[src/owhtd_pkg.sv]
// Shared types and constants for the single-wire humidity and temperature frame decoder.
`default_nettype none
package owhtd_pkg;
   localparam int FRAME_BITS = 40;
   localparam int BIT_W = 6;
   localparam int NUM_BYTES = 5;
   localparam logic [7:0] TIMEOUT_DUR = 8'hFF;
   localparam logic [7:0] THRESH_RESET = 8'd50;
   localparam logic [7:0] TRANS_RESET = 8'd85;
   localparam logic [0:0] REG_THRESH = 1'b0;
   localparam logic [0:0] REG_TRANS = 1'b1;
   localparam logic MODE_START = 1'b0;
   localparam logic [15:0] DIV10_RECIP = 16'd52429;
   localparam int DIV10_SHIFT = 19;

   typedef struct packed {
      logic timed_out;
      logic [BIT_W-1:0] bits;
      logic [NUM_BYTES-1:0][7:0] bytes;
   } event_type;
endpackage
`default_nettype wire

[src/owhtd_frame.sv]
// Frame state tracker: shifts data bits in and captures a frame-end event.
`default_nettype none
module owhtd_frame (
   input  wire logic clock,
   input  wire logic reset,
   input  wire logic accept,
   input  wire logic mode,
   input  wire logic [7:0] duration,
   input  wire logic [7:0] one_threshold,
   input  wire logic [7:0] frame_transitions,
   input  wire logic ev_take,
   output logic ev_valid,
   output owhtd_pkg::event_type ev
);
   import owhtd_pkg::*;

   logic [NUM_BYTES-1:0][7:0] bytes_ff, bytes_in;
   logic [7:0] trans_ff, trans_in;
   logic [BIT_W-1:0] bits_ff, bits_in;
   logic active_ff, active_in;
   logic ev_valid_ff, ev_valid_in;
   event_type ev_ff, ev_in;
   logic emit;
   logic timeout;
   logic [8:0] trans_next;
   logic [2:0] byte_sel;

   assign trans_next = {1'b0, trans_ff} + 9'd1;
   assign byte_sel = bits_ff[BIT_W-1:3];

   always_comb begin
      bytes_in = bytes_ff;
      trans_in = trans_ff;
      bits_in = bits_ff;
      active_in = active_ff;
      emit = 1'b0;
      timeout = 1'b0;
      if (accept) begin
         if (mode == MODE_START) begin
            bytes_in = '0;
            trans_in = '0;
            bits_in = '0;
            active_in = 1'b1;
         end else if (active_ff) begin
            if (duration == TIMEOUT_DUR) begin
               active_in = 1'b0;
               emit = 1'b1;
               timeout = 1'b1;
            end else begin
               if (trans_ff >= 8'd4 && !trans_ff[0] && bits_ff < BIT_W'(FRAME_BITS)) begin
                  bytes_in[byte_sel] = {bytes_ff[byte_sel][6:0], duration > one_threshold};
                  bits_in = bits_ff + BIT_W'(1);
               end
               if (trans_next >= {1'b0, frame_transitions}) begin
                  if (trans_ff != 8'hFF) begin
                     trans_in = trans_next[7:0];
                  end
                  active_in = 1'b0;
                  emit = 1'b1;
               end else begin
                  trans_in = trans_next[7:0];
               end
            end
         end
      end
   end

   always_comb begin
      ev_in = ev_ff;
      ev_valid_in = ev_valid_ff;
      if (ev_take) begin
         ev_valid_in = 1'b0;
      end
      if (emit) begin
         ev_valid_in = 1'b1;
         ev_in.timed_out = timeout;
         ev_in.bits = bits_in;
         ev_in.bytes = bytes_in;
      end
   end

   always_ff @(posedge clock) begin
      if (reset) begin
         bytes_ff <= '0;
         trans_ff <= '0;
         bits_ff <= '0;
         active_ff <= 1'b0;
         ev_valid_ff <= 1'b0;
      end else begin
         bytes_ff <= bytes_in;
         trans_ff <= trans_in;
         bits_ff <= bits_in;
         active_ff <= active_in;
         ev_valid_ff <= ev_valid_in;
      end
      ev_ff <= ev_in;
   end

   assign ev_valid = ev_valid_ff;
   assign ev = ev_ff;
endmodule
`default_nettype wire

[src/owhtd_format.sv]
// Result formatter: checksum, humidity and temperature fields into the result register.
`default_nettype none
module owhtd_format (
   input  wire logic clock,
   input  wire logic reset,
   input  wire logic ev_valid,
   input  wire owhtd_pkg::event_type ev,
   input  wire logic out_ready,
   output logic ev_take,
   output logic out_valid,
   output logic frame_good,
   output logic [5:0] bits_received,
   output logic timed_out,
   output logic [15:0] humidity_tenths,
   output logic signed [15:0] temp_tenths,
   output logic signed [12:0] temp_whole
);
   import owhtd_pkg::*;

   logic [7:0] b0, b1, b2, b3, b4;
   logic [7:0] sum;
   logic [14:0] mag;
   logic [30:0] prod;
   logic [11:0] whole;
   logic valid_ff, valid_in;
   logic good_ff, good_in;
   logic [5:0] bits_ff;
   logic tmo_ff;
   logic [15:0] hum_ff, hum_in;
   logic [15:0] tt_ff, tt_in;
   logic [12:0] tw_ff, tw_in;

   assign b0 = ev.bytes[0];
   assign b1 = ev.bytes[1];
   assign b2 = ev.bytes[2];
   assign b3 = ev.bytes[3];
   assign b4 = ev.bytes[4];
   assign sum = b0 + b1 + b2 + b3;
   assign mag = {b2[6:0], b3};
   assign prod = {16'd0, mag} * {15'd0, DIV10_RECIP};
   assign whole = prod[DIV10_SHIFT +: 12];

   assign good_in = (ev.bits >= BIT_W'(FRAME_BITS)) && (b4 == sum);
   assign hum_in = {b0, b1};
   assign tt_in = b2[7] ? 16'(-{1'b0, mag}) : {1'b0, mag};
   assign tw_in = b2[7] ? 13'(-{1'b0, whole}) : {1'b0, whole};

   assign ev_take = ev_valid && (!valid_ff || out_ready);
   assign valid_in = ev_take || (valid_ff && !out_ready);

   always_ff @(posedge clock) begin
      if (reset) begin
         valid_ff <= 1'b0;
      end else begin
         valid_ff <= valid_in;
      end
      if (ev_take) begin
         good_ff <= good_in;
         bits_ff <= ev.bits;
         tmo_ff <= ev.timed_out;
         hum_ff <= hum_in;
         tt_ff <= tt_in;
         tw_ff <= tw_in;
      end
   end

   assign out_valid = valid_ff;
   assign frame_good = good_ff;
   assign bits_received = bits_ff;
   assign timed_out = tmo_ff;
   assign humidity_tenths = hum_ff;
   assign temp_tenths = tt_ff;
   assign temp_whole = tw_ff;
endmodule
`default_nettype wire

[src/one_wire_humidity_temp_decoder_top.sv]
// Top level of the single-wire humidity and temperature frame decoder.
// The decoder takes one beat per clock cycle while req_tready is high. A start beat (tuser 0)
// opens a frame; each following beat carries one measured level duration. A frame ends on a
// timeout duration of 255 or after the configured number of transitions. The frame-end beat
// first loads the frame event register. The result register then loads from it, through the
// divide-by-ten multiplier, once it is empty or its beat is being taken. Input beats keep
// flowing while a result waits. When a frame event is also held behind a stalled result,
// req_tready stays low until the result beat is taken. The user must write the one-bit
// threshold and the transition count through the csr port only while the block idles; the
// block itself does not enforce it.
`default_nettype none
module one_wire_humidity_temp_decoder_top (
   input  wire logic clock,
   input  wire logic reset,
   input  wire logic req_tvalid,
   output logic req_tready,
   input  wire logic [7:0] req_tdata,    // duration[7:0]
   input  wire logic req_tuser,          // mode[0]
   output logic rsp_tvalid,
   input  wire logic rsp_tready,
   output logic [55:0] rsp_tdata,        // bits_received[5:0], humidity_tenths[21:6],
                                         // temp_tenths[37:22], temp_whole[50:38], zeros
   output logic [1:0] rsp_tuser,         // frame_good[0], timed_out[1]
   input  wire logic csr_we,
   input  wire logic [0:0] csr_addr,
   input  wire logic [7:0] csr_wdata
);
   import owhtd_pkg::*;

   logic [7:0] thresh_ff, thresh_in;
   logic [7:0] trans_ff, trans_in;
   logic accept;
   logic ev_valid, ev_take;
   event_type ev;
   logic frame_good, timed_out;
   logic [5:0] bits_received;
   logic [15:0] humidity_tenths;
   logic signed [15:0] temp_tenths;
   logic signed [12:0] temp_whole;

   always_comb begin
      thresh_in = thresh_ff;
      trans_in = trans_ff;
      if (csr_we) begin
         case (csr_addr)
            REG_THRESH: thresh_in = csr_wdata;
            REG_TRANS: trans_in = csr_wdata;
            default: ;
         endcase
      end
   end

   always_ff @(posedge clock) begin
      if (reset) begin
         thresh_ff <= THRESH_RESET;
         trans_ff <= TRANS_RESET;
      end else begin
         thresh_ff <= thresh_in;
         trans_ff <= trans_in;
      end
   end

   assign req_tready = !ev_valid || ev_take;
   assign accept = req_tvalid && req_tready;

   owhtd_frame u_frame (
      .clock(clock),
      .reset(reset),
      .accept(accept),
      .mode(req_tuser),
      .duration(req_tdata),
      .one_threshold(thresh_ff),
      .frame_transitions(trans_ff),
      .ev_take(ev_take),
      .ev_valid(ev_valid),
      .ev(ev)
   );

   owhtd_format u_format (
      .clock(clock),
      .reset(reset),
      .ev_valid(ev_valid),
      .ev(ev),
      .out_ready(rsp_tready),
      .ev_take(ev_take),
      .out_valid(rsp_tvalid),
      .frame_good(frame_good),
      .bits_received(bits_received),
      .timed_out(timed_out),
      .humidity_tenths(humidity_tenths),
      .temp_tenths(temp_tenths),
      .temp_whole(temp_whole)
   );

   assign rsp_tdata = {5'd0, temp_whole, temp_tenths, humidity_tenths, bits_received};
   assign rsp_tuser = {timed_out, frame_good};
endmodule
`default_nettype wire
[config.mk]
export PLATFORM = sky130hd
export DESIGN_NAME = one_wire_humidity_temp_decoder_top
export DESIGN_NICKNAME = d
export VERILOG_FILES = /design/src/owhtd_pkg.sv /design/src/owhtd_frame.sv /design/src/owhtd_format.sv /design/src/one_wire_humidity_temp_decoder_top.sv
export SDC_FILE = /design/constraint.sdc
export NUM_CORES = 1
export LEC_CHECK = 0
export ABC_AREA = 1
export BUFFER_PORTS_ARGS = -buffer_cell sky130_fd_sc_hd__clkbuf_2
export CAP_MARGIN = 20
export CORE_ASPECT_RATIO = 0.75
export CORE_MARGIN = 1
export CORE_UTILIZATION = 35
export DETAILED_ROUTE_END_ITERATION = 12
export SLEW_MARGIN = 30
export SYNTH_ARGS = -nofsm -noshare
export SYNTH_HDL_FRONTEND = slang
export SYNTH_SLANG_ARGS = --single-unit
[constraint.sdc]
create_clock -name clock -period 7.5 [get_ports clock]
set_input_delay 1.125 -clock clock [delete_from_list [all_inputs] [get_ports clock]]
set_output_delay 1.125 -clock clock [all_outputs]
set_load 0.03 [all_outputs]
; ---- After elaboration in Yosys (flattened, before gate mapping)
; Cells that the tools add are included.
[classes]
magnitude_cmp = 7
n_eq_ne = 6
bitwise_logic = 1
mux = 34
mul = 1
add_sub_neg = 7
n_reduce_logical = 19
[ops]
columns = operator, count
row1 = $mux 40, 5
row2 = $mux 8, 6
row3 = $bwmux 40, 1
row4 = $mul 15x16->31 const B, 1
row5 = $mux 6, 5
row6 = $add 8x8->8, 3
row7 = $bmux 8 s3, 1
row8 = $demux 8 s3, 1
row9 = $neg 15->16, 1
row10 = $mux 15, 1
row11 = $neg 12->13, 1
row12 = $mux 1, 12
row13 = $mux 12, 1
row14 = $add 8x1->9 const B, 1
row15 = $ge 9x8->1, 1
row16 = $eq 8x8->1, 1
row17 = $eq 8x8->1 const B, 1
row18 = $ge 8x3->1 const B, 1
row19 = $gt 8x8->1, 1
row20 = $ne 8x8->1 const B, 1
row21 = $logic_and 1x1->1, 7
row22 = $mux 7, 1
row23 = $add 6x1->6 const B, 1
row24 = $ge 6x6->1 const B, 1
row25 = 13 further kinds, 19
[totals]
reg_bits = 173
in_bits = 23

; ---- Logic depth before layout (Yosys ltp)
[logic_depth]
word_depth = 10
mapped_depth = 32
ltp_nobuf = 32

; ---- Cells and area by module
; A second synthesis with hierarchy kept.
[unflattened]
hier_cells = 1542
hier_area_um2 = 13105.1
[by_module_without_submodules]
columns = mod, seq_area_each_um2, instances, cells_each, area_each_um2
row1 = owhtd_format, 1611.5, 1, 827, 7340.8
row2 = owhtd_frame, 2532.4, 1, 621, 5081.1
row3 = one_wire_humidity_temp_decoder_top, 320.3, 1, 94, 683.2

; ---- Worst setup path after synthesis
; OpenSTA, ideal clock, no wires.
[synth_timing]
path_kind = reg-to-reg
start = reg u_frame.ev_ff (netlist bit u_frame.ev[21])
end = reg u_format.tw_ff[10], in the netlist u_format.temp_whole[10] (data pin)
path_stages_with_launch = 29
period_less_slack_ns = 5.569
path_buffers = 0
required_time_ns = 7.247
arrival_ns = 5.316
path_slack_ns = 1.931
setup_time_ns = 0.253
cell_sequence = edfxtp_1 > inv_1 > ha_1 > ha_1 > a21o_1 > fa_1 > inv_1 > fa_1 > inv_1 > fa_1 > inv_1 > fa_1 > inv_1 > ha_1 > nand2_1 > nor2_2 > nand2_1 > nand3_1 > inv_1 > nand2_1 > nand2_1 > nand2_1 > inv_1 > ha_1 > nand3_1 > nand3b_4 > nand2_2 > nand3_1 > nand2_1
[synth_between]
elab_chain_cells = 3
[synth_lines]
columns = item, line
row1 = "start, declared", owhtd_frame.sv:22  ; event_type ev_ff, ev_in;
row2 = "start signal, assigned", owhtd_frame.sv:96  ; ev_ff <= ev_in;
row3 = $mul 15x16->31 *, owhtd_format.sv:40  ; assign prod = {16'd0, mag} * {15'd0, DIV10_RECIP};
row4 = $neg 12->13, owhtd_format.sv:46  ; assign tw_in = b2[7] ? 13'(-{1'b0, whole}) : {1'b0, whole};
row5 = $mux 12 *, owhtd_format.sv:46
row6 = via u_format.tw_in[10], owhtd_format.sv:31  ; logic [12:0] tw_ff, tw_in;
row7 = "end signal, assigned", owhtd_format.sv:63  ; tw_ff <= tw_in;
row8 = "end, declared", owhtd_format.sv:31
; Mark *: on every way through the listed nets, which the timed path passes. The rest lies on a longest branch.
; A chain may end at the register's enable or synchronous reset.

; ---- Final worst setup path
[layout_timing]
start = reg u_frame.ev_ff (netlist bit u_frame.ev[21])
end = reg u_format.tw_ff[8], in the netlist u_format.temp_whole[8] (data pin)
; The elaborated chain is that of the path after synthesis.

==> out/metrics.yaml <==
path_buf_inv: 8
core_area_mm2: 0.0351
crit_arrival_ns: 6.36
dpl.hpwl_mm: 24.4
slew-limit-headroom_pct: 41.7
synthDistinctLibCells: 46
place_area_mm2: 0.0136
post_cts_buffers: 0
fill_cells: 3459
dr.pass1.iters: 5
avgRoutedWirePerCell_um: 15.5
die_area_mm2: 0.0369
ys.flop_type: "edfxtp_1"
reg2reg_slack_ns: 1.36
worstMarginPinSlew_ns: 0.872
grt_pass1_wl_mm: 47.8
num_vias: 9449
cts.hold.buffers_added: 0
grt_use_total_pct: 16.7
fin_area_mm2: 0.0142
hold_viol: 0
cts_resized: 0
clkLatencyLatePin_ns: 0.45
whs_ns: 0.421
start_util_pct: 36.0
fin_crit_ns: 6.14
synth-seq-cells: 173
setup_viol: 0
syn_to_final_growth_pct: 12.0
r2r_cells: 28
powerDensity_mw_per_mm2: 142
diodes: 0
path_clk_slew_ns: 0.07
cp-start-kind: "flop"
clk_path_buf_depth: 2
ir_worst_vdd_v: 0.000122
end_kind: "flop"
cap_violations: 0
numClockSinks: 173
yosysWarningCount: 0
synth_cells: 1412
cp.depth: 28
drv_slew: 0
cts_buffers: 17
r2r_end: "u_format.temp_whole[8]"
final_common_cell: "inv_1"
cpMostUsedCell: "inv_1"
cp.required_ns: 7.72
rsz0062_at_grt: "no"
grt_pass1_vias: 8718
remaining_drc_errors: 0
first_iter_violations: 680
die_h_um: 167
cp-endpoint: "u_format.temp_whole[8]"
viasPerCell: 4.81
path_delay_family: "adder cells"
root_buffer: "clkbuf_16"
num_rows: 59
ys_async_sr_fraction_pct: 0
synth_area_mm2: 0.0126
routed_wl_mm: 30.5
grt_max_degree: 54
cts_tree: "built"
max_stage_delay_ns: 0.61
finClkSkew_ns: 0.0184
drive_above_1_share_pct: 11.0
fin_tns_setup_ns: 0
netlist_top_cells_area: "edfxtp_1, ha_1, dfxtp_1, fa_1, inv_1"
grt-ovfl-total: 0
worstHoldPathType: "flop to flop"
crit_start: "u_frame.ev[21]"
postRouteAntennaNets: 0
status: "finished clean"
ys_seq_area_share_pct: 35.3
h-tree-depth: 4
synth_area_per_cell_um2: 8.96
io_pins: 83
leakage_nw: 6.65
antenna_found_initial: 0
final_cell_mix: "inv_1, nand2_1, ha_1"
port-buffer-count: 77
yosysTopAreaCell: "edfxtp_1"
synth_top_area_share_pct: 23.7
power_mw: 2.01
nets: 1740
fmax_ghz: 0.163
r2r-start: "u_frame.ev[21]"
dieWidth_um: 222
critPathKind: "flop to flop"
cpMaxStageDelayCell: "fa_1"
fin_crit_sh_pct: 81.9
place_congestion: 0.909
utilization_pct: 40.3
cp_max_fo: 6
synth_enable_flop_cells: 100
[power breakdown]
group	switching, mW	total [mW]	internal (mW)
combinational	0.0564	0.0822	0.0258
sequential	0.00242	1.00	0.999
clock	0.409	0.929	0.521
[final cells by class]
cell class	count	area, um2	share of cell area (%)
repair buffers	83	430	3.04
flip-flops and latches	173	4460	31.5
clock inverters	12	150	1.06
multi-input cells	935	7020	49.6
inverters	285	1070	7.55
well taps	457	572	4.04
clock buffers	20	458	3.23
[synth_stat cells, types with 2 or more instances]
master / count
a211oi_1: 2
a21o_1: 5
a21oi_1: 68
a21oi_4: 4
a221oi_1: 2
and2_1: 28
buf_2: 6
buf_4: 7
clkbuf_1: 9
dfxtp_1: 73
edfxtp_1: 100
fa_1: 67
ha_1: 155
inv_1: 279
inv_2: 5
nand2_1: 242
nand2_2: 18
nand3_1: 45
nand3_2: 3
nand3b_1: 6
nand4_1: 12
nor2_1: 80
nor2_2: 8
nor2_4: 6
nor3_1: 11
nor4_1: 2
o2111ai_1: 7
o211ai_1: 9
o21ai_0: 44
o21ai_1: 2
o21bai_1: 6
o22ai_1: 35
or2_2: 3
xnor2_1: 14
xor2_1: 38
[metal layers]
metal,vias up,global-route usage [%],wire (um)
li1,4728,-,-
met1,4409,26.5,15800
met2,298,21.7,11800
met3,14,4.68,2620
met4,0,3.93,261
met5,-,0,0
[cell families after synthesis]
family | count (synthesis) | synth area share, %
adders and majority gates | 222 | 25.9
and+or+nand+nor | 467 | 16.7
buffers and inverters | 308 | 9.41
other | 1 | 0.0296
xor gates and xnor gates | 52 | 3.60
DFF | 173 | 35.3
AOI/OAI and AO/OA | 189 | 9.00
[registers in the layout (all words and copies together), names as in the netlist]
signal / flops
u_format.frame_good: 1
u_frame.active_ff: 1
u_format.bits_received: 6
u_frame.trans_ff: 8
trans_ff: 8
u_frame.ev_valid: 1
u_format.temp_whole: 13
u_frame.bits_ff: 6
u_frame.bytes_ff: 40
u_format.out_valid: 1
u_format.timed_out: 1
u_format.humidity_tenths: 16
u_format.temp_tenths: 16
thresh_ff: 8
u_frame.ev: 47
[worst min-delay path by stage]
stage | end | depth (start not counted) | slack, ns | startpoint
global placement | u_format.bits_received[2] | 0 | 0.40 | u_frame.ev[42]
detailed placement | u_format.bits_received[0] | 0 | 0.41 | u_frame.ev[40]
CTS | u_format.bits_received[2] | 0 | 0.42 | u_frame.ev[42]
global route | u_format.bits_received[0] | 0 | 0.43 | u_frame.ev[40]
finish | u_format.bits_received[0] | 0 | 0.42 | u_frame.ev[40]
floorplan | u_format.bits_received[0] | 0 | 0.40 | u_frame.ev[40]
[metrics by stage]
step / cells / worst slack (ns)
6_report: 1965 / 1.36
5_1_grt: 1965 / 0.922
4_1_cts: 1965 / 1.31
3_5_place_dp: 1933 / 1.37
3_3_place_gp: 1933 / 1.41
2_1_floorplan: 1416 / 1.93
Power figures use the tool's default switching activity.
